==> src/html_link_attribute_extractor_unit_macros.svh <==
// ----------------------------------------------------------------------------
// html link attribute extractor - assertion macros
// shared property wrappers, sampled on clk_i, off while rst_ni is low
// ----------------------------------------------------------------------------
`ifndef HTML_LINK_ATTRIBUTE_EXTRACTOR_UNIT_MACROS_SVH
`define HTML_LINK_ATTRIBUTE_EXTRACTOR_UNIT_MACROS_SVH

// same-cycle implication
`define HLAE_ASSERT_SAME(lbl, ante, cons, msg) \
  lbl: assert property (@(posedge clk_i) disable iff (!rst_ni) (ante) |-> (cons)) \
    else $error(msg);

// next-cycle implication
`define HLAE_ASSERT_NEXT(lbl, ante, cons, msg) \
  lbl: assert property (@(posedge clk_i) disable iff (!rst_ni) (ante) |=> (cons)) \
    else $error(msg);

`endif

==> src/hlae_pkg.sv <==
// ----------------------------------------------------------------------------
// hlae_pkg
// types, constants and helpers of the html link attribute extractor
// ----------------------------------------------------------------------------
`default_nettype none

package hlae_pkg;

  localparam int unsigned MAX_LINKS   = 512;
  localparam int unsigned LINK_BUFFER = 512;

  localparam int unsigned CNT_W      = $clog2(MAX_LINKS);
  localparam int unsigned LEN_W      = $clog2(LINK_BUFFER);
  localparam int unsigned LINK_NUM_W = 9;

  localparam logic [7:0] CH_HASH   = 8'h23;
  localparam logic [7:0] CH_SQUOTE = 8'h27;
  localparam logic [7:0] CH_DQUOTE = 8'h22;

  typedef enum logic [1:0] {
    KIND_CHAR    = 2'd0,
    KIND_DONE    = 2'd1,
    KIND_DISCARD = 2'd2,
    KIND_DROP    = 2'd3
  } kind_e;

  typedef struct packed {
    logic [7:0]            link_char;
    kind_e                 kind;
    logic [LINK_NUM_W-1:0] link_number;
    logic                  list_full;
  } result_t;

  function automatic logic [7:0] fold(input logic [7:0] c);
    if (c >= 8'h41 && c <= 8'h5a) begin
      return c + 8'd32;
    end
    return c;
  endfunction

  function automatic logic [7:0] word_h(input logic [1:0] p);
    logic [7:0] r;
    case (p)
      2'd0: r = "h";
      2'd1: r = "r";
      2'd2: r = "e";
      default: r = "f";
    endcase
    return r;
  endfunction

  function automatic logic [7:0] word_s(input logic [1:0] p);
    logic [7:0] r;
    case (p)
      2'd0: r = "s";
      2'd1: r = "r";
      2'd2: r = "c";
      default: r = 8'h00;
    endcase
    return r;
  endfunction

endpackage

`default_nettype wire

==> src/hlae_in_if.sv <==
// ----------------------------------------------------------------------------
// hlae_in_if
// request channel: one document byte or an end-of-file mark
// ----------------------------------------------------------------------------
`default_nettype none

interface hlae_in_if;
  logic       valid;
  logic       ready;
  logic [7:0] byte_in;
  logic       end_of_file;

  modport source (output valid, byte_in, end_of_file, input ready);
  modport sink (input valid, byte_in, end_of_file, output ready);
endinterface

`default_nettype wire

==> src/hlae_out_if.sv <==
// ----------------------------------------------------------------------------
// hlae_out_if
// result channel: link character, completion, discard or drop
// ----------------------------------------------------------------------------
`default_nettype none

interface hlae_out_if;
  import hlae_pkg::*;
  logic                  valid;
  logic                  ready;
  logic [7:0]            link_char;
  logic [1:0]            kind;
  logic [LINK_NUM_W-1:0] link_number;
  logic                  list_full;

  modport source (output valid, link_char, kind, link_number, list_full, input ready);
  modport sink (input valid, link_char, kind, link_number, list_full, output ready);
endinterface

`default_nettype wire

==> src/hlae_front.sv <==
// ----------------------------------------------------------------------------
// hlae_front
// accepts bytes, runs the word match / quote / collect phases, pushes results
// ----------------------------------------------------------------------------
`default_nettype none

module hlae_front (
  input  wire logic              clk_i,
  input  wire logic              rst_ni,
  hlae_in_if.sink                req_i,
  input  wire logic              q_full_i,
  output logic                   push_o,
  output hlae_pkg::result_t      res_o
);
  import hlae_pkg::*;

  localparam logic [1:0] PH_SEARCH  = 2'd0;
  localparam logic [1:0] PH_QUOTE   = 2'd1;
  localparam logic [1:0] PH_COLLECT = 2'd2;

  logic [1:0]       phase_q, phase_d;
  logic [1:0]       hpos_q, hpos_d;
  logic [1:0]       spos_q, spos_d;
  logic             dq_q, dq_d;
  logic [LEN_W-1:0] len_q, len_d;
  logic [CNT_W-1:0] cnt_q, cnt_d;
  logic             full_q, full_d;

  logic       accept;
  logic [7:0] c;
  logic [7:0] f;
  logic [7:0] quote;
  logic [LINK_NUM_W-1:0] num;

  assign req_i.ready = !q_full_i;
  assign accept      = req_i.valid && req_i.ready;
  assign c           = req_i.byte_in;
  assign f           = fold(c);
  assign quote       = dq_q ? CH_DQUOTE : CH_SQUOTE;
  assign num         = LINK_NUM_W'(32'(cnt_q));

  always_comb begin
    phase_d = phase_q;
    hpos_d  = hpos_q;
    spos_d  = spos_q;
    dq_d    = dq_q;
    len_d   = len_q;
    cnt_d   = cnt_q;
    full_d  = full_q;
    push_o  = 1'b0;
    res_o.link_char   = 8'h00;
    res_o.kind        = KIND_CHAR;
    res_o.link_number = num;
    res_o.list_full   = 1'b0;

    if (accept) begin
      if (req_i.end_of_file) begin
        if (!full_q && phase_q == PH_COLLECT) begin
          push_o     = 1'b1;
          res_o.kind = KIND_DISCARD;
        end
        phase_d = PH_SEARCH;
        hpos_d  = 2'd0;
        spos_d  = 2'd0;
        dq_d    = 1'b0;
        len_d   = '0;
        cnt_d   = '0;
        full_d  = 1'b0;
      end else if (full_q) begin
        // list complete, bytes ignored until end of file
      end else if (phase_q == PH_QUOTE) begin
        if (c == CH_SQUOTE) begin
          dq_d    = 1'b0;
          phase_d = PH_COLLECT;
        end else if (c == CH_DQUOTE) begin
          dq_d    = 1'b1;
          phase_d = PH_COLLECT;
        end
      end else if (phase_q == PH_COLLECT) begin
        push_o = 1'b1;
        if (c == CH_HASH || c == quote) begin
          len_d      = '0;
          cnt_d      = cnt_q + CNT_W'(1);
          phase_d    = PH_SEARCH;
          res_o.kind = KIND_DONE;
          if (cnt_q >= CNT_W'(MAX_LINKS - 2)) begin
            full_d          = 1'b1;
            res_o.list_full = 1'b1;
          end
        end else if (len_q >= LEN_W'(LINK_BUFFER - 1)) begin
          res_o.kind = KIND_DROP;
        end else begin
          len_d           = len_q + LEN_W'(1);
          res_o.link_char = c;
        end
      end else begin
        // search for href or src
        if (hpos_q == 2'd0 && spos_q == 2'd0) begin
          if (f == word_h(2'd0)) begin
            hpos_d = 2'd1;
          end else if (f == word_s(2'd0)) begin
            spos_d = 2'd1;
          end
        end else if (hpos_q != 2'd0) begin
          if (f == word_h(hpos_q)) begin
            if (hpos_q == 2'd3) begin
              hpos_d  = 2'd0;
              spos_d  = 2'd0;
              phase_d = PH_QUOTE;
            end else begin
              hpos_d = hpos_q + 2'd1;
            end
          end else begin
            hpos_d = 2'd0;
          end
        end else begin
          if (spos_q < 2'd3 && f == word_s(spos_q)) begin
            if (spos_q == 2'd2) begin
              hpos_d  = 2'd0;
              spos_d  = 2'd0;
              phase_d = PH_QUOTE;
            end else begin
              spos_d = spos_q + 2'd1;
            end
          end else begin
            spos_d = 2'd0;
          end
        end
      end
    end
  end

  always_ff @(posedge clk_i or negedge rst_ni) begin
    if (!rst_ni) begin
      phase_q <= PH_SEARCH;
      hpos_q  <= 2'd0;
      spos_q  <= 2'd0;
      dq_q    <= 1'b0;
      len_q   <= '0;
      cnt_q   <= '0;
      full_q  <= 1'b0;
    end else begin
      phase_q <= phase_d;
      hpos_q  <= hpos_d;
      spos_q  <= spos_d;
      dq_q    <= dq_d;
      len_q   <= len_d;
      cnt_q   <= cnt_d;
      full_q  <= full_d;
    end
  end

endmodule

`default_nettype wire

==> src/hlae_queue.sv <==
// ----------------------------------------------------------------------------
// hlae_queue
// two-entry result queue driving the result channel
// ----------------------------------------------------------------------------
`default_nettype none

module hlae_queue (
  input  wire logic              clk_i,
  input  wire logic              rst_ni,
  input  wire logic              push_i,
  input  wire hlae_pkg::result_t res_i,
  output logic                   full_o,
  hlae_out_if.source             res_o
);
  import hlae_pkg::*;

  result_t    mem_q [2];
  logic       wr_ptr_q, wr_ptr_d;
  logic       rd_ptr_q, rd_ptr_d;
  logic [1:0] cnt_q, cnt_d;
  logic       pop;
  result_t    head;

  assign head              = mem_q[rd_ptr_q];
  assign res_o.valid       = cnt_q != 2'd0;
  assign res_o.link_char   = head.link_char;
  assign res_o.kind        = head.kind;
  assign res_o.link_number = head.link_number;
  assign res_o.list_full   = head.list_full;
  assign full_o            = cnt_q == 2'd2;
  assign pop               = res_o.valid && res_o.ready;

  always_comb begin
    wr_ptr_d = push_i ? !wr_ptr_q : wr_ptr_q;
    rd_ptr_d = pop ? !rd_ptr_q : rd_ptr_q;
    case ({push_i, pop})
      2'b10:   cnt_d = cnt_q + 2'd1;
      2'b01:   cnt_d = cnt_q - 2'd1;
      default: cnt_d = cnt_q;
    endcase
  end

  always_ff @(posedge clk_i) begin
    if (push_i) begin
      mem_q[wr_ptr_q] <= res_i;
    end
  end

  always_ff @(posedge clk_i or negedge rst_ni) begin
    if (!rst_ni) begin
      wr_ptr_q <= 1'b0;
      rd_ptr_q <= 1'b0;
      cnt_q    <= 2'd0;
    end else begin
      wr_ptr_q <= wr_ptr_d;
      rd_ptr_q <= rd_ptr_d;
      cnt_q    <= cnt_d;
    end
  end

endmodule

`default_nettype wire

==> src/html_link_attribute_extractor_unit.sv <==
// ----------------------------------------------------------------------------
// html_link_attribute_extractor_unit
// extracts the text of href and src attribute values from a byte stream
// ----------------------------------------------------------------------------
// Takes one document byte per cycle and gives at most one result per byte:
// a link character, a link complete mark, a drop mark for bytes past the
// length limit, or a discard mark when end of file cuts an open link. The
// front stage updates the match state in the cycle a byte is accepted and
// writes any result into a two-entry queue whose head drives the result
// channel; each result is registered there and waits behind older ones.
// Requests are taken every cycle as long as the queue is not holding two
// undelivered results; that queue depth is what sets how long the output
// may stall before input stops. No clearing pass follows reset.
`default_nettype none
`include "html_link_attribute_extractor_unit_macros.svh"

module html_link_attribute_extractor_unit (
  input  wire logic  clk_i,
  input  wire logic  rst_ni,
  hlae_in_if.sink    req_i,
  hlae_out_if.source res_o
);
  import hlae_pkg::*;

  logic    push;
  logic    q_full;
  result_t res;

  hlae_front u_front (
    .clk_i    (clk_i),
    .rst_ni   (rst_ni),
    .req_i    (req_i),
    .q_full_i (q_full),
    .push_o   (push),
    .res_o    (res)
  );

  hlae_queue u_queue (
    .clk_i  (clk_i),
    .rst_ni (rst_ni),
    .push_i (push),
    .res_i  (res),
    .full_o (q_full),
    .res_o  (res_o)
  );

  `HLAE_ASSERT_SAME(a_no_push_when_full, push, !q_full, "result pushed into full queue")
  `HLAE_ASSERT_NEXT(a_push_shows, push, res_o.valid, "pushed result not presented")
  `HLAE_ASSERT_SAME(a_full_on_done, res_o.valid && res_o.list_full, res_o.kind == KIND_DONE, "list_full on a result that is not a completion")
  `HLAE_ASSERT_SAME(a_char_zero, res_o.valid && res_o.kind != KIND_CHAR, res_o.link_char == 8'h00, "nonzero link_char on a mark")

endmodule

`default_nettype wire
==> src/flat_wrapper.sv <==
// flat-port wrapper written by rule: the top's interface ports become plain ports
module html_link_attribute_extractor_unit_flat import hlae_pkg::*;
  (clk_i, rst_ni, req_i_valid, req_i_byte_in, req_i_end_of_file, req_i_ready, res_o_valid, res_o_link_char, res_o_kind, res_o_link_number, res_o_list_full, res_o_ready);
  hlae_in_if req_i_i ();
  hlae_out_if res_o_i ();
  input  wire logic clk_i;
  input  wire logic rst_ni;
  input wire logic [$bits(req_i_i.valid)-1:0] req_i_valid;
  input wire logic [$bits(req_i_i.byte_in)-1:0] req_i_byte_in;
  input wire logic [$bits(req_i_i.end_of_file)-1:0] req_i_end_of_file;
  output wire logic [$bits(req_i_i.ready)-1:0] req_i_ready;
  output wire logic [$bits(res_o_i.valid)-1:0] res_o_valid;
  output wire logic [$bits(res_o_i.link_char)-1:0] res_o_link_char;
  output wire logic [$bits(res_o_i.kind)-1:0] res_o_kind;
  output wire logic [$bits(res_o_i.link_number)-1:0] res_o_link_number;
  output wire logic [$bits(res_o_i.list_full)-1:0] res_o_list_full;
  input wire logic [$bits(res_o_i.ready)-1:0] res_o_ready;
  assign req_i_i.valid = req_i_valid;
  assign req_i_i.byte_in = req_i_byte_in;
  assign req_i_i.end_of_file = req_i_end_of_file;
  assign req_i_ready = req_i_i.ready;
  assign res_o_valid = res_o_i.valid;
  assign res_o_link_char = res_o_i.link_char;
  assign res_o_kind = res_o_i.kind;
  assign res_o_link_number = res_o_i.link_number;
  assign res_o_list_full = res_o_i.list_full;
  assign res_o_i.ready = res_o_ready;
  html_link_attribute_extractor_unit u_core (.clk_i(clk_i), .rst_ni(rst_ni), .req_i(req_i_i), .res_o(res_o_i));
endmodule
==> config.mk <==
export PLATFORM = sky130hd
export DESIGN_NAME = html_link_attribute_extractor_unit_flat
export DESIGN_NICKNAME = d
export VERILOG_FILES = /design/src/hlae_pkg.sv /design/src/hlae_in_if.sv /design/src/hlae_out_if.sv /design/src/hlae_front.sv /design/src/hlae_queue.sv /design/src/html_link_attribute_extractor_unit.sv /design/src/flat_wrapper.sv
export VERILOG_INCLUDE_DIRS = /design/src /design/src/src
export SDC_FILE = /design/constraint.sdc
export NUM_CORES = 1
export LEC_CHECK = 0
export CORE_MARGIN = 1
export CORE_UTILIZATION = 55
export CTS_CLUSTER_DIAMETER = 40
export DETAILED_ROUTE_END_ITERATION = 8
export DONT_BUFFER_PORTS = 1
export PLACE_DENSITY = 0.66
export RECOVER_POWER = 100
export SLEW_MARGIN = 40
export SYNTH_ARGS = -nofsm -noshare
export SYNTH_HDL_FRONTEND = slang
export SYNTH_SLANG_ARGS = --single-unit
==> constraint.sdc <==
create_clock -name clk_i -period 3.1 [get_ports clk_i]
set_input_delay 0.62 -clock clk_i [delete_from_list [all_inputs] [get_ports clk_i]]
set_output_delay 0.62 -clock clk_i [all_outputs]
set_load 0.05 [all_outputs]
==> results.txt <==
----------------------------------------------------
[Status]
  Result of the run ... finished, violations left
  Failing checks ... design-rule violations, max-capacitance violations, max-slew violations

[Synth]
  Post-synth top flop ... sky130_fd_sc_hd__edfxtp_1
  Proportion of netlist area held by the largest area contributor ... 32.17%
  Number of enable-type register cells in the synthesized netlist ... 40
  Syn avg cell area ... 11.74 um^2
  Fraction of registers with async set or reset after synthesis ... 42.86%
  Cells after Synth ... 318
  Distinct cells, synth ... 60
  Number of register bits inferred by synthesis ... 70
  Count of warnings emitted by yosys ... 0
  Library cell occupying the most area in the post-synthesis netlist ... sky130_fd_sc_hd__edfxtp_1
  Net count after synthesis ... 345
  Seq/Total Area, Yosys ... 52.28%
  Post-synthesis cell area ... 0.003734 mm^2
  Top cells by area in the synthesized netlist ... sky130_fd_sc_hd__edfxtp_1, sky130_fd_sc_hd__dfrtp_1, sky130_fd_sc_hd__mux2_2

[Worst setup path]
  Cell type of the slowest stage on the worst timing path ... sky130_fd_sc_hd__dfrtp_1
  CP top delay family ... flip-flops
  Start-to-end type of the worst setup path ... reg -> out
  Origin of the critical flop-to-flop path ... u_core.u_queue.cnt_q[0]
  Data arrival, critical path ... 1.87 ns
  Buffers and inverters on the worst path ... 0
  Crit path launch ... u_core.u_queue.rd_ptr_q
  Slowest Stage Delay on Critical Path ... 0.91 ns
  Setup crit end kind ... primary output
  Critical path, cell by cell ... mux2_1
  Peak fanout along the critical path ... 21
  Crit path required time ... 2.48 ns
  Startpoint kind of the worst setup timing path ... flop

[Placed design]
  Final weighted congestion in routability-driven placement ... 0.8696
  HPWL after detailed placement ... 4543 um
  IO Port Bufs ... 0

[CTS]
  Clock network latency to the later pin of the worst-skew pair ... 0.34 ns
  TritonCTS clock tree ... built
  Post CTS Setup Buffer Count ... 0
  CTS hold repair buffers ... 1
  CTS clk-pin slew, worst paths ... 0.07 ns
  Count of clock tree sinks ... 70
  Number of buffers created by CTS ... 9
  Clock tree buffer depth ... 2
  PostCTS Resize Cnt ... 0
  Library cell used as clock root buffer ... sky130_fd_sc_hd__clkbuf_8
  H-Tree Level Count ... 3

[Timing]
  Max Clock Skew ... 0.008620 ns
  Max Slew Vio Count ... 31
  Unrepaired setup endpoints after global routing ... false
  Number of failing hold endpoints at the final stage ... 0
  Final cycle utilization of the critical path ... 80.23%
  Final count of negative-setup-slack endpoints ... 0
  Clock period minus final worst setup slack ... 2.487 ns
  Tightest hold margin ... 0.3479 ns
  Worst relative slew slack ... -10.61%
  Worst Max-Slew Pin Slew ... 1.659 ns
  Achievable clock frequency ... 402.1 MHz
  Setup Total Neg Slack ... 0 ns

[Worst hold path]
  Worst hold start ... req_i_end_of_file
  Min-Delay Path Class ... in -> reg

[Routing]
  Detailed-routing iteration count for the pre-antenna-repair pass ... 6
  Count of nets left with antenna violations after detail routing ... 0
  Routed wire length ... 6699 um
  Initial DRC Count ... 97
  Total number of vias ... 2383
  Remaining DRCs ... 8
  Drt via density ... 5.884
  Avg WL per Cell ... 16.54 um

[GRT]
  Aggregate global routing overflow ... 0
  Initial antenna violation count ... 0
  Wire length of the first global-routing pass ... 11250 um
  Number of global-route vias before repair ... 2258
  Maximum number of pins on one net before global-route repair ... 31
  Global-route total usage across every layer ... 20.49%

[Layout]
  Ant diodes ... 0
  Total number of nets in the final design ... 350
  Leading cell types in the layout, fill and taps excluded ... sky130_fd_sc_hd__edfxtp_1, sky130_fd_sc_hd__nor2_1, sky130_fd_sc_hd__dfrtp_1, sky130_fd_sc_hd__mux2_1, sky130_fd_sc_hd__nand2_1
  Most common cell after layout, fill and taps aside ... sky130_fd_sc_hd__edfxtp_1
  Layout area overhead ... 6.200%
  Fraction of final layout cells with drive strength greater than 1 ... 8.232%

[Pwr]
  Power density over the cells ... 682.8 mW/mm^2
  Net Sw Frac ... 34.76%
  Internal power component ... 0.001766 W
  Maximum resistive drop on vdd ... 0.3393 mV
  Seq pwr share ... 44.6%
  Leakage power figure ... 1.467 nW
  P_sw ... 0.0009410 W
  Proportion of power drawn by the clock network ... 28.9%
  Comb pwr share ... 26.5%

[Die]
  Area enclosed by the die boundary ... 0.007122 mm^2
  Die span in y ... 84.39 um
  Initial Util ... 57.81%
  Core footprint ... 0.006459 mm^2
  I/O pin cnt ... 35
  X dimension of the die ... 84.39 um
  Cell row count ... 29

[Job]
  Max-capacitance violation count ... 1

----------------------------------------------------
-- worst reg2reg max path, stage by stage, from the launching register on --
cell	delay (ns)
sky130_fd_sc_hd__dfrtp_1	0.41
sky130_fd_sc_hd__nand2b_1	0.58
sky130_fd_sc_hd__nand2_1	0.24
sky130_fd_sc_hd__nor2_1	0.30
sky130_fd_sc_hd__nand2_1	0.17
sky130_fd_sc_hd__nor2_1	0.12
sky130_fd_sc_hd__buf_4	0.29
-- cell usage after synthesis, drive strengths merged, types with 5 or more instances --
library cell	number
a21oi	10
and2	7
and3	9
buf	7
dfrtp	30
edfxtp	40
ha	14
inv	12
mux2	22
nand2	18
nand3	10
nor2	37
nor3	16
o21ai	5
xnor2	12
xor2	13
-- per-stage QoR --
stage / instance area, um^2 / power, W / worst slack [ns] / utilization (%) / std cells
after floorplan: 3734 / 0.001839 / 0.6240 / - / 318
after detailed placement: 3779 / 0.001964 / 0.7296 / 58.50 / 388
after CTS: 4013 / 0.002759 / 0.6303 / 62.13 / 405
final: 3965 / 0.002707 / 0.6129 / 61.39 / 405
after global routing: 3965 / 0.002863 / 0.4163 / 61.39 / 405
after global placement: 3779 / 0.001953 / 0.8078 / 58.50 / 388
-- state kept, by name, summed over array words and instances (netlist names) --
register,cells
u_core.u_front.hpos_q,2
u_core.u_queue.cnt_q,2
u_core.u_front.dq_q,1
u_core.u_queue.mem_q,40
u_core.u_front.spos_q,2
u_core.u_front.phase_q,2
u_core.u_front.full_q,1
u_core.u_queue.wr_ptr_q,1
u_core.u_queue.rd_ptr_q,1
u_core.u_front.len_q,9
u_core.u_front.cnt_q,9
-- path summary, 6_finish.rpt --
kind / to / slack [ns] / depth (start not counted)
setup / recovery: res_o_list_full / 0.61 / 1
max in group asynchronous: u_core.u_front.spos_q[1] / 1.44 / 1
hold reg to reg: u_core.u_queue.wr_ptr_q / 0.49 / 1
min in group asynchronous: u_core.u_queue.rd_ptr_q / 0.70 / 1
setup reg to reg: u_core.u_queue.mem_q[0][16] / 0.67 / 6
hold / removal: u_core.u_front.full_q / 0.35 / 1
-- final cells by class --
| type | instances | area [um^2] |
|---|---|---|
| Clock buffer | 10 | 127.6 |
| Clock inverter | 6 | 86.33 |
| Fill cell | 520 | 2494 |
| Inverter | 12 | 45.04 |
| Multi-Input combinational cell | 225 | 1628 |
| Sequential cell | 70 | 1952 |
| Tap cell | 77 | 96.34 |
| Timing Repair Buffer | 5 | 30.03 |
-- power by group through the flow --
stage                     sequential, W  clock, W  combinational [W]
final                           0.00121  0.000783           0.000717
after global routing            0.00122  0.000843           0.000797
after CTS                       0.00121  0.000798           0.000752
after detailed placement        0.00123         0           0.000737
after global placement          0.00122         0           0.000730
after floorplan                 0.00115         0           0.000686
-- per-layer routing --
metal	GRT usage (%)	wire (um)	vias up	share of wire, %
met1	28.43	3211	1152	48
met4	7.088	53	0	0.79
met5	0	0	-	0
met2	30.85	3045	52	45
met3	6.293	389	4	5.8
li1	-	-	1175	-
-- cell families (layout without fill, tap and decap cells) --
logic type / Yosys count / after routing / synth area share (%)
and+or+nand+nor: 121 / 121 / 18.00
xor gates and xnor gates: 25 / 25 / 5.865
AOI/OAI and AO/OA: 41 / 41 / 8.613
adders and majority gates: 14 / 14 / 4.692
DFF: 70 / 70 / 52.28
muxes: 24 / 24 / 7.172
buffers and inverters: 23 / 33 / 3.384
Power figures use the tool's default switching activity.
